==> config.mk <==
export PLATFORM = sky130hd
export DESIGN_NAME = double_ended_queue_bulk_drop
export DESIGN_NICKNAME = d
export VERILOG_FILES = /design/src/rtl/deq_bd_pkg.sv /design/src/rtl/double_ended_queue_bulk_drop.sv
export SDC_FILE = /design/constraint.sdc
export NUM_CORES = 2
export LEC_CHECK = 0
export ABC_CLOCK_PERIOD_IN_PS = 4600
export BUFFER_PORTS_ARGS = -buffer_cell sky130_fd_sc_hd__buf_2
export CAP_MARGIN = 20
export CORE_MARGIN = 10
export CORE_UTILIZATION = 57
export CTS_CLUSTER_DIAMETER = 40
export DETAILED_ROUTE_END_ITERATION = 10
export GPL_TIMING_DRIVEN = 0
export HOLD_SLACK_MARGIN = 0.03
export PLACE_DENSITY = 0.74
export RECOVER_POWER = 25
export SLEW_MARGIN = 20
export SYNTH_ARGS = -nofsm -noshare
export SYNTH_HDL_FRONTEND = slang
export SYNTH_SLANG_ARGS = --single-unit
==> constraint.sdc <==
create_clock -name i_clk -period 4.6 [get_ports i_clk]
set_clock_uncertainty 0.2 [all_clocks]
set_input_delay 0.46 -clock i_clk [delete_from_list [all_inputs] [get_ports i_clk]]
set_output_delay 0.46 -clock i_clk [all_outputs]
set_load 0.005 [all_outputs]
==> src/rtl/deq_bd_pkg.sv <==
package deq_bd_pkg;

    localparam logic [2:0] MODE_PUSH_FRONT = 3'd0;
    localparam logic [2:0] MODE_PUSH_BACK  = 3'd1;
    localparam logic [2:0] MODE_DROP_FRONT = 3'd2;
    localparam logic [2:0] MODE_DROP_BACK  = 3'd3;
    localparam logic [2:0] MODE_DUMP       = 3'd4;

    typedef struct packed {
        logic [2:0]         mode;
        logic signed [31:0] push_value;
        logic [6:0]         drop_count;
    } t_in;

    typedef struct packed {
        logic signed [31:0] element_value;
        logic               is_element;
        logic               is_last;
        logic [6:0]         fill_level;
        logic               push_rejected;
    } t_out;

endpackage

==> src/rtl/double_ended_queue_bulk_drop.sv <==
// Bounded double-ended queue of signed words in a ring buffer.
// Input channel (i_in_valid / o_in_ready, i_in_data): one beat is one
// operation: push front, push back, drop front, drop back, or dump.
// Output channel (o_out_valid / i_out_ready, o_out_data): push, drop and
// unused modes give one status beat with the new fill level; a push into a
// full queue is ignored and flagged. A dump gives one beat per stored word,
// front to back, the last one marked; an empty dump gives one status beat.
// Timing: the status beat of a push, drop or status operation is valid the
// cycle after acceptance. A dump reads each word in a memory read state,
// set by the single registered read port of the word store, then loads it in
// an output load state that waits for a free output register. Input is ready
// only while no dump is running and the output register is empty or being drained.
// Reset (synchronous, active low) empties the queue and the output register;
// the word store itself is not cleared, stale entries are never read.
// A stalled receiver holds the output beat and the block waits; no beat is
// lost or repeated.
module double_ended_queue_bulk_drop
    import deq_bd_pkg::*;
#(
    parameter int DEPTH      = 64,
    parameter int WORD_WIDTH = 32
) (
    input  logic i_clk,
    input  logic i_rst_n,
    input  logic i_in_valid,
    output logic o_in_ready,
    input  t_in  i_in_data,
    output logic o_out_valid,
    input  logic i_out_ready,
    output t_out o_out_data
);

    localparam int PW = $clog2(DEPTH);
    localparam int CW = $clog2(DEPTH + 1);
    localparam int SW = PW + 1;

    localparam logic [1:0] ST_IDLE = 2'd0;
    localparam logic [1:0] ST_RD   = 2'd1;
    localparam logic [1:0] ST_EMIT = 2'd2;

    function automatic logic [PW-1:0] wrap(input logic [SW-1:0] s);
        if (s >= SW'(DEPTH)) begin
            return PW'(s - SW'(DEPTH));
        end
        return PW'(s);
    endfunction

    logic [WORD_WIDTH-1:0] r_mem [DEPTH];
    logic [WORD_WIDTH-1:0] r_rd_data;

    logic [1:0]    r_state, n_state;
    logic [PW-1:0] r_front, n_front;
    logic [CW-1:0] r_fill, n_fill;
    logic [CW-1:0] r_idx, n_idx;
    logic          r_out_valid, n_out_valid;
    t_out          r_out, n_out;

    logic                  w_out_free;
    logic                  w_in_acc;
    logic                  w_full;
    logic [CW-1:0]         w_drop_n;
    logic                  w_wr_en;
    logic [PW-1:0]         w_wr_addr;
    logic [WORD_WIDTH-1:0] w_wr_data;
    logic [PW-1:0]         w_rd_addr;
    logic                  w_dump_last;

    assign w_out_free  = !r_out_valid || i_out_ready;
    assign o_in_ready  = (r_state == ST_IDLE) && w_out_free;
    assign w_in_acc    = i_in_valid && o_in_ready;
    assign w_full      = (r_fill == CW'(DEPTH));
    assign w_drop_n    = (i_in_data.drop_count > 7'(r_fill)) ? r_fill
                                                             : CW'(i_in_data.drop_count);
    assign w_wr_data   = WORD_WIDTH'(i_in_data.push_value);
    assign w_rd_addr   = wrap(SW'(r_front) + SW'(r_idx));
    assign w_dump_last = ((r_idx + CW'(1)) == r_fill);

    assign o_out_valid = r_out_valid;
    assign o_out_data  = r_out;

    always_comb begin
        n_state     = r_state;
        n_front     = r_front;
        n_fill      = r_fill;
        n_idx       = r_idx;
        n_out_valid = r_out_valid && !i_out_ready;
        n_out       = r_out;
        w_wr_en     = 1'b0;
        w_wr_addr   = r_front;

        unique case (r_state)
            ST_IDLE: begin
                if (w_in_acc) begin
                    n_out_valid         = 1'b1;
                    n_out.element_value = '0;
                    n_out.is_element    = 1'b0;
                    n_out.is_last       = 1'b1;
                    n_out.push_rejected = 1'b0;
                    case (i_in_data.mode) inside
                        MODE_PUSH_FRONT, MODE_PUSH_BACK: begin
                            if (w_full) begin
                                n_out.push_rejected = 1'b1;
                            end else begin
                                w_wr_en = 1'b1;
                                n_fill  = r_fill + CW'(1);
                                if (i_in_data.mode == MODE_PUSH_FRONT) begin
                                    w_wr_addr = (r_front == '0) ? PW'(DEPTH - 1)
                                                                : r_front - PW'(1);
                                    n_front   = w_wr_addr;
                                end else begin
                                    w_wr_addr = wrap(SW'(r_front) + SW'(r_fill));
                                end
                            end
                        end
                        MODE_DROP_FRONT, MODE_DROP_BACK: begin
                            n_fill = r_fill - w_drop_n;
                            if (i_in_data.mode == MODE_DROP_FRONT) begin
                                n_front = wrap(SW'(r_front) + SW'(w_drop_n));
                            end
                        end
                        MODE_DUMP: begin
                            if (r_fill != '0) begin
                                n_out_valid = 1'b0;
                                n_idx       = '0;
                                n_state     = ST_RD;
                            end
                        end
                        default: begin
                        end
                    endcase
                    n_out.fill_level = 7'(n_fill);
                end
            end
            ST_RD: begin
                n_state = ST_EMIT;
            end
            ST_EMIT: begin
                if (w_out_free) begin
                    n_out_valid         = 1'b1;
                    n_out.element_value = 32'($signed(r_rd_data));
                    n_out.is_element    = 1'b1;
                    n_out.is_last       = w_dump_last;
                    n_out.fill_level    = 7'(r_fill);
                    n_out.push_rejected = 1'b0;
                    if (w_dump_last) begin
                        n_state = ST_IDLE;
                    end else begin
                        n_idx   = r_idx + CW'(1);
                        n_state = ST_RD;
                    end
                end
            end
            default: begin
                n_state = ST_IDLE;
            end
        endcase
    end

    always_ff @(posedge i_clk) begin
        if (w_wr_en) begin
            r_mem[w_wr_addr] <= w_wr_data;
        end
        r_rd_data <= r_mem[w_rd_addr];
    end

    always_ff @(posedge i_clk) begin
        if (!i_rst_n) begin
            r_state     <= ST_IDLE;
            r_front     <= '0;
            r_fill      <= '0;
            r_out_valid <= 1'b0;
        end else begin
            r_state     <= n_state;
            r_front     <= n_front;
            r_fill      <= n_fill;
            r_out_valid <= n_out_valid;
        end
    end

    always_ff @(posedge i_clk) begin
        r_idx <= n_idx;
        r_out <= n_out;
    end

endmodule
# After elaboration in Yosys (flattened, before gate mapping)
# Memories as Yosys holds them, arrays and structs flattened. A register that Yosys moved wholly into a read port is not among the register bits.
# Index checks and enable logic that the tools add are counted.
[word_totals]
output_inout_bits = 44
n_memories = 1
input_bits = 46
reg_bits = 65
word_cells = 130
mem_bits_rw = 2048
[memory_table]
columns = ["memory", "depth", "word_bits", "rd", "rd_ports_with_merged_regs", "wr", "line_no", "text"]
rows = [
  ["r_mem", 64, 32, 1, 1, 1, "double_ended_queue_bulk_drop.sv:48", "logic [WORD_WIDTH-1:0] r_mem [DEPTH];"],
]
[op_classes]
eq_ne = 17
n_addsub = 10
mux = 68
magnitude_cmp = 4
reduce_logical = 20
[op_table]
columns = ["cell", "count"]
rows = [
  ["$mux W6", 17],
  ["$mux W42", 2],
  ["$pmux W42 S2", 1],
  ["$mux W7", 11],
  ["$mux W1", 28],
  ["$sub A6 B1 Y6 const B", 4],
  ["$add A6 B7 Y7", 3],
  ["$ge A7 B7 Y1 const B", 3],
  ["$add A7 B1 Y7 const B", 2],
  ["$ne A2 B2 Y1 const B", 7],
  ["$pmux W7 S2", 1],
  ["$mux W2", 6],
  ["$reduce_and A6 Y1", 2],
  ["$reduce_and A8 Y1", 1],
  ["$eq A7 B7 Y1", 1],
  ["$eq A7 B7 Y1 const B", 1],
  ["$gt A7 B7 Y1", 1],
  ["$reduce_bool A7 Y1", 1],
  ["$sub A7 B7 Y7", 1],
  ["$eq A3 B2 Y1 const B", 2],
  ["$logic_not A6 Y1", 1],
  ["$pmux W2 S3", 1],
  ["$reduce_bool A2 Y1", 3],
  ["$ne A2 B1 Y1 const B", 2],
  ["13 further kinds", 17],
]

# Depth between registers and ports, before layout
[logic_depth]
word_depth = 14
mapped_depth = 18
depth_no_buf = 17

# Least setup slack after synthesis
# OpenSTA, ideal clock, no wires.
[synth_path]
kind = "flip-flop to flip-flop"
startpoint = "register r_front[1]"
endpoint = "memory r_mem[36][0], enable pin"
setup_ns = 0.461
n_path_buf = 1
stages_incl_launch_ff = 9
path_slack_ns = -0.462
period_less_slack_ns = 5.062
required_ns = 3.939
t_arrival_ns = 4.401
path_cell_list = "dfxtp_1 -> ha_1 -> a211oi_1 -> o21ai_0 -> a2111oi_0 -> a211o_1 -> nand2_1 -> clkbuf_1 -> nor3_1"
[synth_between]
elab_chain_cells = 14
word_cells_on_any_way = 19
cone_classes = "add/sub: 3; order compare: 1; mux: 14; reduce/logical: 1"
[synth_lines]
columns = ["item", "line_no", "text"]
rows = [
  ["start, declared", "double_ended_queue_bulk_drop.sv:52", "logic [PW-1:0] r_front, n_front;"],
  ["start signal, assigned", "double_ended_queue_bulk_drop.sv:174", "r_front <= n_front;"],
  ["$add A6 B7 Y7", "double_ended_queue_bulk_drop.sv:111", "w_wr_addr = wrap(SW'(r_front) + SW'(r_fill));"],
  ["$ge A7 B7 Y1", "double_ended_queue_bulk_drop.sv:42", "if (s >= SW'(DEPTH)) begin"],
  ["$mux W1", "double_ended_queue_bulk_drop.sv:42", ""],
  ["$mux W1", "double_ended_queue_bulk_drop.sv:106", "if (i_in_data.mode == MODE_PUSH_FRONT) begin"],
  ["$mux W1", "double_ended_queue_bulk_drop.sv:101", "if (w_full) begin"],
  ["$mux W1", "double_ended_queue_bulk_drop.sv:99", "case (i_in_data.mode) inside"],
  ["$mux W1", "double_ended_queue_bulk_drop.sv:93", "if (w_in_acc) begin"],
  ["$mux W1", "double_ended_queue_bulk_drop.sv:91", "unique case (r_state)"],
  ["$mux W6", "double_ended_queue_bulk_drop.sv:45", "return PW'(s);"],
  ["$mux W6", "double_ended_queue_bulk_drop.sv:106", ""],
  ["$mux W6", "double_ended_queue_bulk_drop.sv:101", ""],
  ["$mux W6", "double_ended_queue_bulk_drop.sv:99", ""],
  ["$mux W6", "double_ended_queue_bulk_drop.sv:93", ""],
  ["$mux W6 *", "double_ended_queue_bulk_drop.sv:91", ""],
  ["end, declared", "double_ended_queue_bulk_drop.sv:48", ""],
]
# Every way passes the cells marked *; elsewhere a longest branch is shown, timed or not. The select of a mux whose other input is x is not followed.

# Worst setup path after layout
[layout_path]
startpoint = "register r_idx[0]"
endpoint = "register r_rd_data[2] (read register of r_mem)"
[layout_between]
elab_chain_cells = 4
word_cells_on_any_way = 6
cone_classes = "add/sub: 2; order compare: 1; mux: 3"
[layout_lines]
columns = ["item", "line_no", "text"]
rows = [
  ["start, declared", "double_ended_queue_bulk_drop.sv:54", "logic [CW-1:0] r_idx, n_idx;"],
  ["start signal, assigned", "double_ended_queue_bulk_drop.sv:181", "r_idx <= n_idx;"],
  ["$add A6 B7 Y7 *", "double_ended_queue_bulk_drop.sv:75", "assign w_rd_addr = wrap(SW'(r_front) + SW'(r_idx));"],
  ["$sub A6 B1 Y6 / $ge A7 B7 Y1 (equally long branches)", "double_ended_queue_bulk_drop.sv:43, double_ended_queue_bulk_drop.sv:42", ""],
  ["$mux W6 / $mux W1 (equally long branches)", "double_ended_queue_bulk_drop.sv:42", ""],
  ["$mux W6 *", "double_ended_queue_bulk_drop.sv:45", ""],
  ["end, declared", "double_ended_queue_bulk_drop.sv:49", "logic [WORD_WIDTH-1:0] r_rd_data;"],
]
# Marks and branches as above.
# A chain may end at the register's enable or synchronous reset.

==> out/metrics.sh <==
CLKTRANSATPATHREGS_NS=0.06
TIMING_WORST_SLEW_PIN_VALUE_NS=3.71
NUMBER_OF_CELLS_AFTER_DETAILED_PLACEMENT=5758
CP_DATA_REQUIRED_TIME_NS=5.06
PLACED_WIRE_LENGTH_ESTIMATE_AFTER_DETAILED_PLACEMENT_MM=139
WL_PER_CELL_UM=35.4
FAILING_CHECKS='capacitance limit, slew limit, setup timing'
ENDPOINT_KIND='flip-flop'
DRC_ERRORS=0
BOUNDARYPINS=90
FIN_CRIT_NS=4.71
YOSYS_WARNINGS=0
DETAILROUTE.VIA_COUNT=41800
SYNTH_ENABLE_FLOP_CELLS=2097
SETUP_VIOL_COUNT_FINAL=5
PLACE_CONGESTION=0.913
TIMING.CRITICAL_PATH.FANOUT_MAX=10
DRTPASS1ITERATIONS=5
LAYOUT.CELLS.NON_FILLER=6167
WORST_SETUP_SP_TYPE='flip-flop'
RR_WORST_DEPTH=8
ROUTED_WIRELENGTH_MM=218
SYNTH-SEQ-CELLS=2145
MIN_PATH_TYPE='in2reg'
HOLD-PATH-CELL-COUNT=5
INITIAL_UTIL=0.575
H_TREE_LEVELS=4
WORST_FLOP_TO_FLOP_PATH_STARTPOINT='r_idx[0]'
POST_SYNTH_INSTANCE_AREA_SQ_UM=82900
FLOORPLAN.CORE_AREA_SQ_UM=144000
DIE_Y_UM=401
SETUP_SLACK_NS=-0.109
FP.DIEW_UM=401
HOLD_WS_NS=0.0884
MAX_RAIL_DROP_VDD_mV=0.402
VIAS_PER_CELL=6.77
POST-ROUTE-PERIOD-UTIL=1.02
FINALPOWER_uW=42000
CLOCK_PATH_BUFFERS=3
TRITONCTS='yes'
LAYOUT-DRIVE-GT1-SHARE=0.361
FLOORPLAN.DIE_AREA_SQ_UM=161000
SYNTH.YOSYS.SEQ_AREA_SHARE=0.772
SYNTHESIS.NETS=3598
STATIC-LEAKAGE-POWER_uW=0.0310
ROWS=139
GRT_FIRST_PASS_WIRELENGTH_MM=310
SYNTHDISTINCTLIBCELLS=64
ANTENNA_VIOLATIONS_BEFORE_REPAIR=16
STATUS='finished with violations'
TIMING.FINAL.HOLD_VIOLATIONS=0
GLOBAL_ROUTE_USAGE_SUM=0.269
SYNTHCELLS=3515
POST_LAYOUT_NET_COUNT=4182
POWER_PER_CELL_AREA_nW_PER_UM2=438
PLACE.PORT_BUFFERS=88
MAXSLEWVIOLCOUNT=1300
ACHIEVABLE-FREQUENCY_MHz=212
GRT_START_MAX_NET_PINS=65
FINAL_CORE_UTIL=0.666
MAXCAPVIOLATIONS=20
CLOCK_INSERTION_DELAY_WORST_SKEW_NS=0.83
NUMCTSBUFFERS=209
ASYNCSETRESETFLOPFRACSYNTH=0
TIMING.SETUP.CRITICAL_PATH_CLASS='reg2reg'
FIRST_GLOBAL_VIAS=41600
DETAILEDROUTE.FIRSTITERATIONVIOLATIONS=6445
HOLD_PATH_STARTPOINT='i_in_data[6]'
AREA_GROWTH_PCT=15.7
POSTSYNTH.TOPFLOPCELL='sky130_fd_sc_hd__edfxtp_1'
CTS-ROOT-BUF='sky130_fd_sc_hd__clkbuf_16'
POSTROUTEANTENNANETS=0
RELSLEWSLACK=-1.47
CP.ARRIVAL_NS=5.17
GRT_REMAINING_OVERFLOW=0
CP-STARTPOINT='r_idx[0]'
SYNTHESIS.AREA_PER_INSTANCE_SQ_UM=23.6
CLOCK-SINKS=2145
-- synthesized netlist by cell type, types with 4 or more instances --
library cell               count  share of area
sky130_fd_sc_hd__nand4_1       4        0.00030
sky130_fd_sc_hd__a21oi_1      22         0.0013
sky130_fd_sc_hd__mux2_2        5        0.00068
sky130_fd_sc_hd__inv_1        25         0.0011
sky130_fd_sc_hd__nand2b_1     11        0.00083
sky130_fd_sc_hd__nor2b_1       7        0.00053
sky130_fd_sc_hd__nand2_1      54         0.0024
sky130_fd_sc_hd__nor2_1       42         0.0019
sky130_fd_sc_hd__buf_2        49         0.0030
sky130_fd_sc_hd__ha_1         33         0.0050
sky130_fd_sc_hd__xnor3_1       4         0.0011
sky130_fd_sc_hd__edfxtp_1   2097           0.76
sky130_fd_sc_hd__mux2i_1       5        0.00060
sky130_fd_sc_hd__xor2_1        5        0.00053
sky130_fd_sc_hd__nand3_1       9        0.00054
sky130_fd_sc_hd__buf_4        28         0.0025
sky130_fd_sc_hd__and2_1       39         0.0029
sky130_fd_sc_hd__clkbuf_1     89         0.0040
sky130_fd_sc_hd__dfxtp_1      48          0.012
sky130_fd_sc_hd__buf_6         7        0.00095
sky130_fd_sc_hd__xnor2_1      16         0.0017
sky130_fd_sc_hd__o21ai_0      30         0.0018
sky130_fd_sc_hd__a22oi_1      66         0.0060
sky130_fd_sc_hd__mux4_2      640           0.17
sky130_fd_sc_hd__buf_1        15        0.00068
sky130_fd_sc_hd__o21a_1        7        0.00063
sky130_fd_sc_hd__a21o_1        6        0.00054
sky130_fd_sc_hd__fa_1          4        0.00097
sky130_fd_sc_hd__nor3_1       74         0.0045
sky130_fd_sc_hd__and3_1        9        0.00068
sky130_fd_sc_hd__a31oi_1       7        0.00053
sky130_fd_sc_hd__a211oi_1      9        0.00082
-- timing repair --
| action | in CTS | in global routing |
|---|---|---|
| setup endpoints to repair | 158 | 451 |
| hold buffers | 20 | 2 |
| pin swaps | 0 | 4 |
| hold endpoints to repair | 297 | 10 |
| setup buffers | 0 | 11 |
| resized for setup | 79 | 36 |
-- per-layer routing --
layer  wire length, um  track usage  vias to the layer above  share of wire
li1                  -            -                    16300              -
met1             78600        0.376                    21900           0.36
met2            104000        0.416                     3118           0.48
met3             25700       0.0582                      420           0.12
met4              9980        0.113                        6          0.046
met5                33            0                        -        0.00015
-- through the flow --
stage                     setup WS [ns]  cell area [sq um]  TNS (ns)
after floorplan                  -0.462              83000   -438.99
after global placement            -3.68              85800  -5328.68
after detailed placement          -1.29              88700    -35.43
after CTS                       -0.0197              95700    -0.130
after global routing            -0.0340              95900   -0.0340
final                            -0.109              95900    -0.250
-- worst paths after layout --
path | to | slack (ns)
setup / recovery | r_rd_data[2] | -0.11
setup reg to reg | r_rd_data[2] | -0.11
hold / removal | r_fill[6] | 0.09
hold reg to reg | o_out_data[26] | 0.30
-- critical path, cell delays in order, from the launching register on --
cell and delay (ns):
sky130_fd_sc_hd__edfxtp_1 0.50, sky130_fd_sc_hd__ha_1 0.26, sky130_fd_sc_hd__fa_2 0.81, sky130_fd_sc_hd__clkbuf_4 0.47, sky130_fd_sc_hd__clkbuf_2 0.49, sky130_fd_sc_hd__mux4_2 0.45
sky130_fd_sc_hd__mux4_2 0.56, sky130_fd_sc_hd__a22oi_1 0.56, sky130_fd_sc_hd__nand2_1 0.22
-- report_power, final --
group / switching (uW) / total [uW] / internal (uW)
logic: 2290 / 3620 / 1330
clock network: 7250 / 16600 / 9390
registers: 89.9 / 21700 / 21700
-- kinds of logic after synthesis --
logic type | share of synthesized area
AOI/OAI and AO/OA | 0.0147
xor gates and xnor gates | 0.00331
muxes | 0.176
DFF | 0.772
buffers and inverters | 0.0123
adders and majority gates | 0.00595
and+or+nand+nor | 0.0167
-- flip-flops by register name (all words and copies together) (netlist names) --
| signal | count |
|---|---|
| r_rd_data | 32 |
| r_fill | 7 |
| r_front | 6 |
| o_out_valid | 1 |
| r_state | 2 |
| r_mem | 2048 |
| r_idx | 7 |
| o_out_data | 42 |
-- layout make-up --
type                       instances  area [sq um]
clock inverter                   120          1050
multi-input combinational       1157         18600
sequential                      2145         63900
clock buffer                     254          5590
tap                             1903          2380
timing repair buffer             374          3210
inverter                          25          93.8
buffer                           187           998
antenna                            2          5.00
fill                            8619         48100
-- cells in the final DEF (no fill, tap or decap), types with 12 or more instances in the layout --
cell,count
sky130_fd_sc_hd__dlygate4sd3_1,22
sky130_fd_sc_hd__edfxtp_1,2097
sky130_fd_sc_hd__bufinv_16,13
sky130_fd_sc_hd__clkbuf_2,42
sky130_fd_sc_hd__buf_8,46
sky130_fd_sc_hd__inv_1,25
sky130_fd_sc_hd__nor3_2,33
sky130_fd_sc_hd__inv_6,12
sky130_fd_sc_hd__clkbuf_16,216
sky130_fd_sc_hd__clkinv_2,37
sky130_fd_sc_hd__nand2_1,50
sky130_fd_sc_hd__nor3_4,33
sky130_fd_sc_hd__clkinv_1,30
sky130_fd_sc_hd__and2_1,39
sky130_fd_sc_hd__clkinv_4,12
sky130_fd_sc_hd__clkbuf_1,95
sky130_fd_sc_hd__dfxtp_1,45
sky130_fd_sc_hd__o21ai_0,28
sky130_fd_sc_hd__buf_6,37
sky130_fd_sc_hd__a22oi_1,50
sky130_fd_sc_hd__mux4_2,640
sky130_fd_sc_hd__xnor2_1,16
sky130_fd_sc_hd__buf_4,223
sky130_fd_sc_hd__ha_1,33
sky130_fd_sc_hd__buf_2,113
sky130_fd_sc_hd__a21oi_1,21
sky130_fd_sc_hd__a22oi_2,16
sky130_fd_sc_hd__nor2_1,41
(Power assumes the default switching activity.)
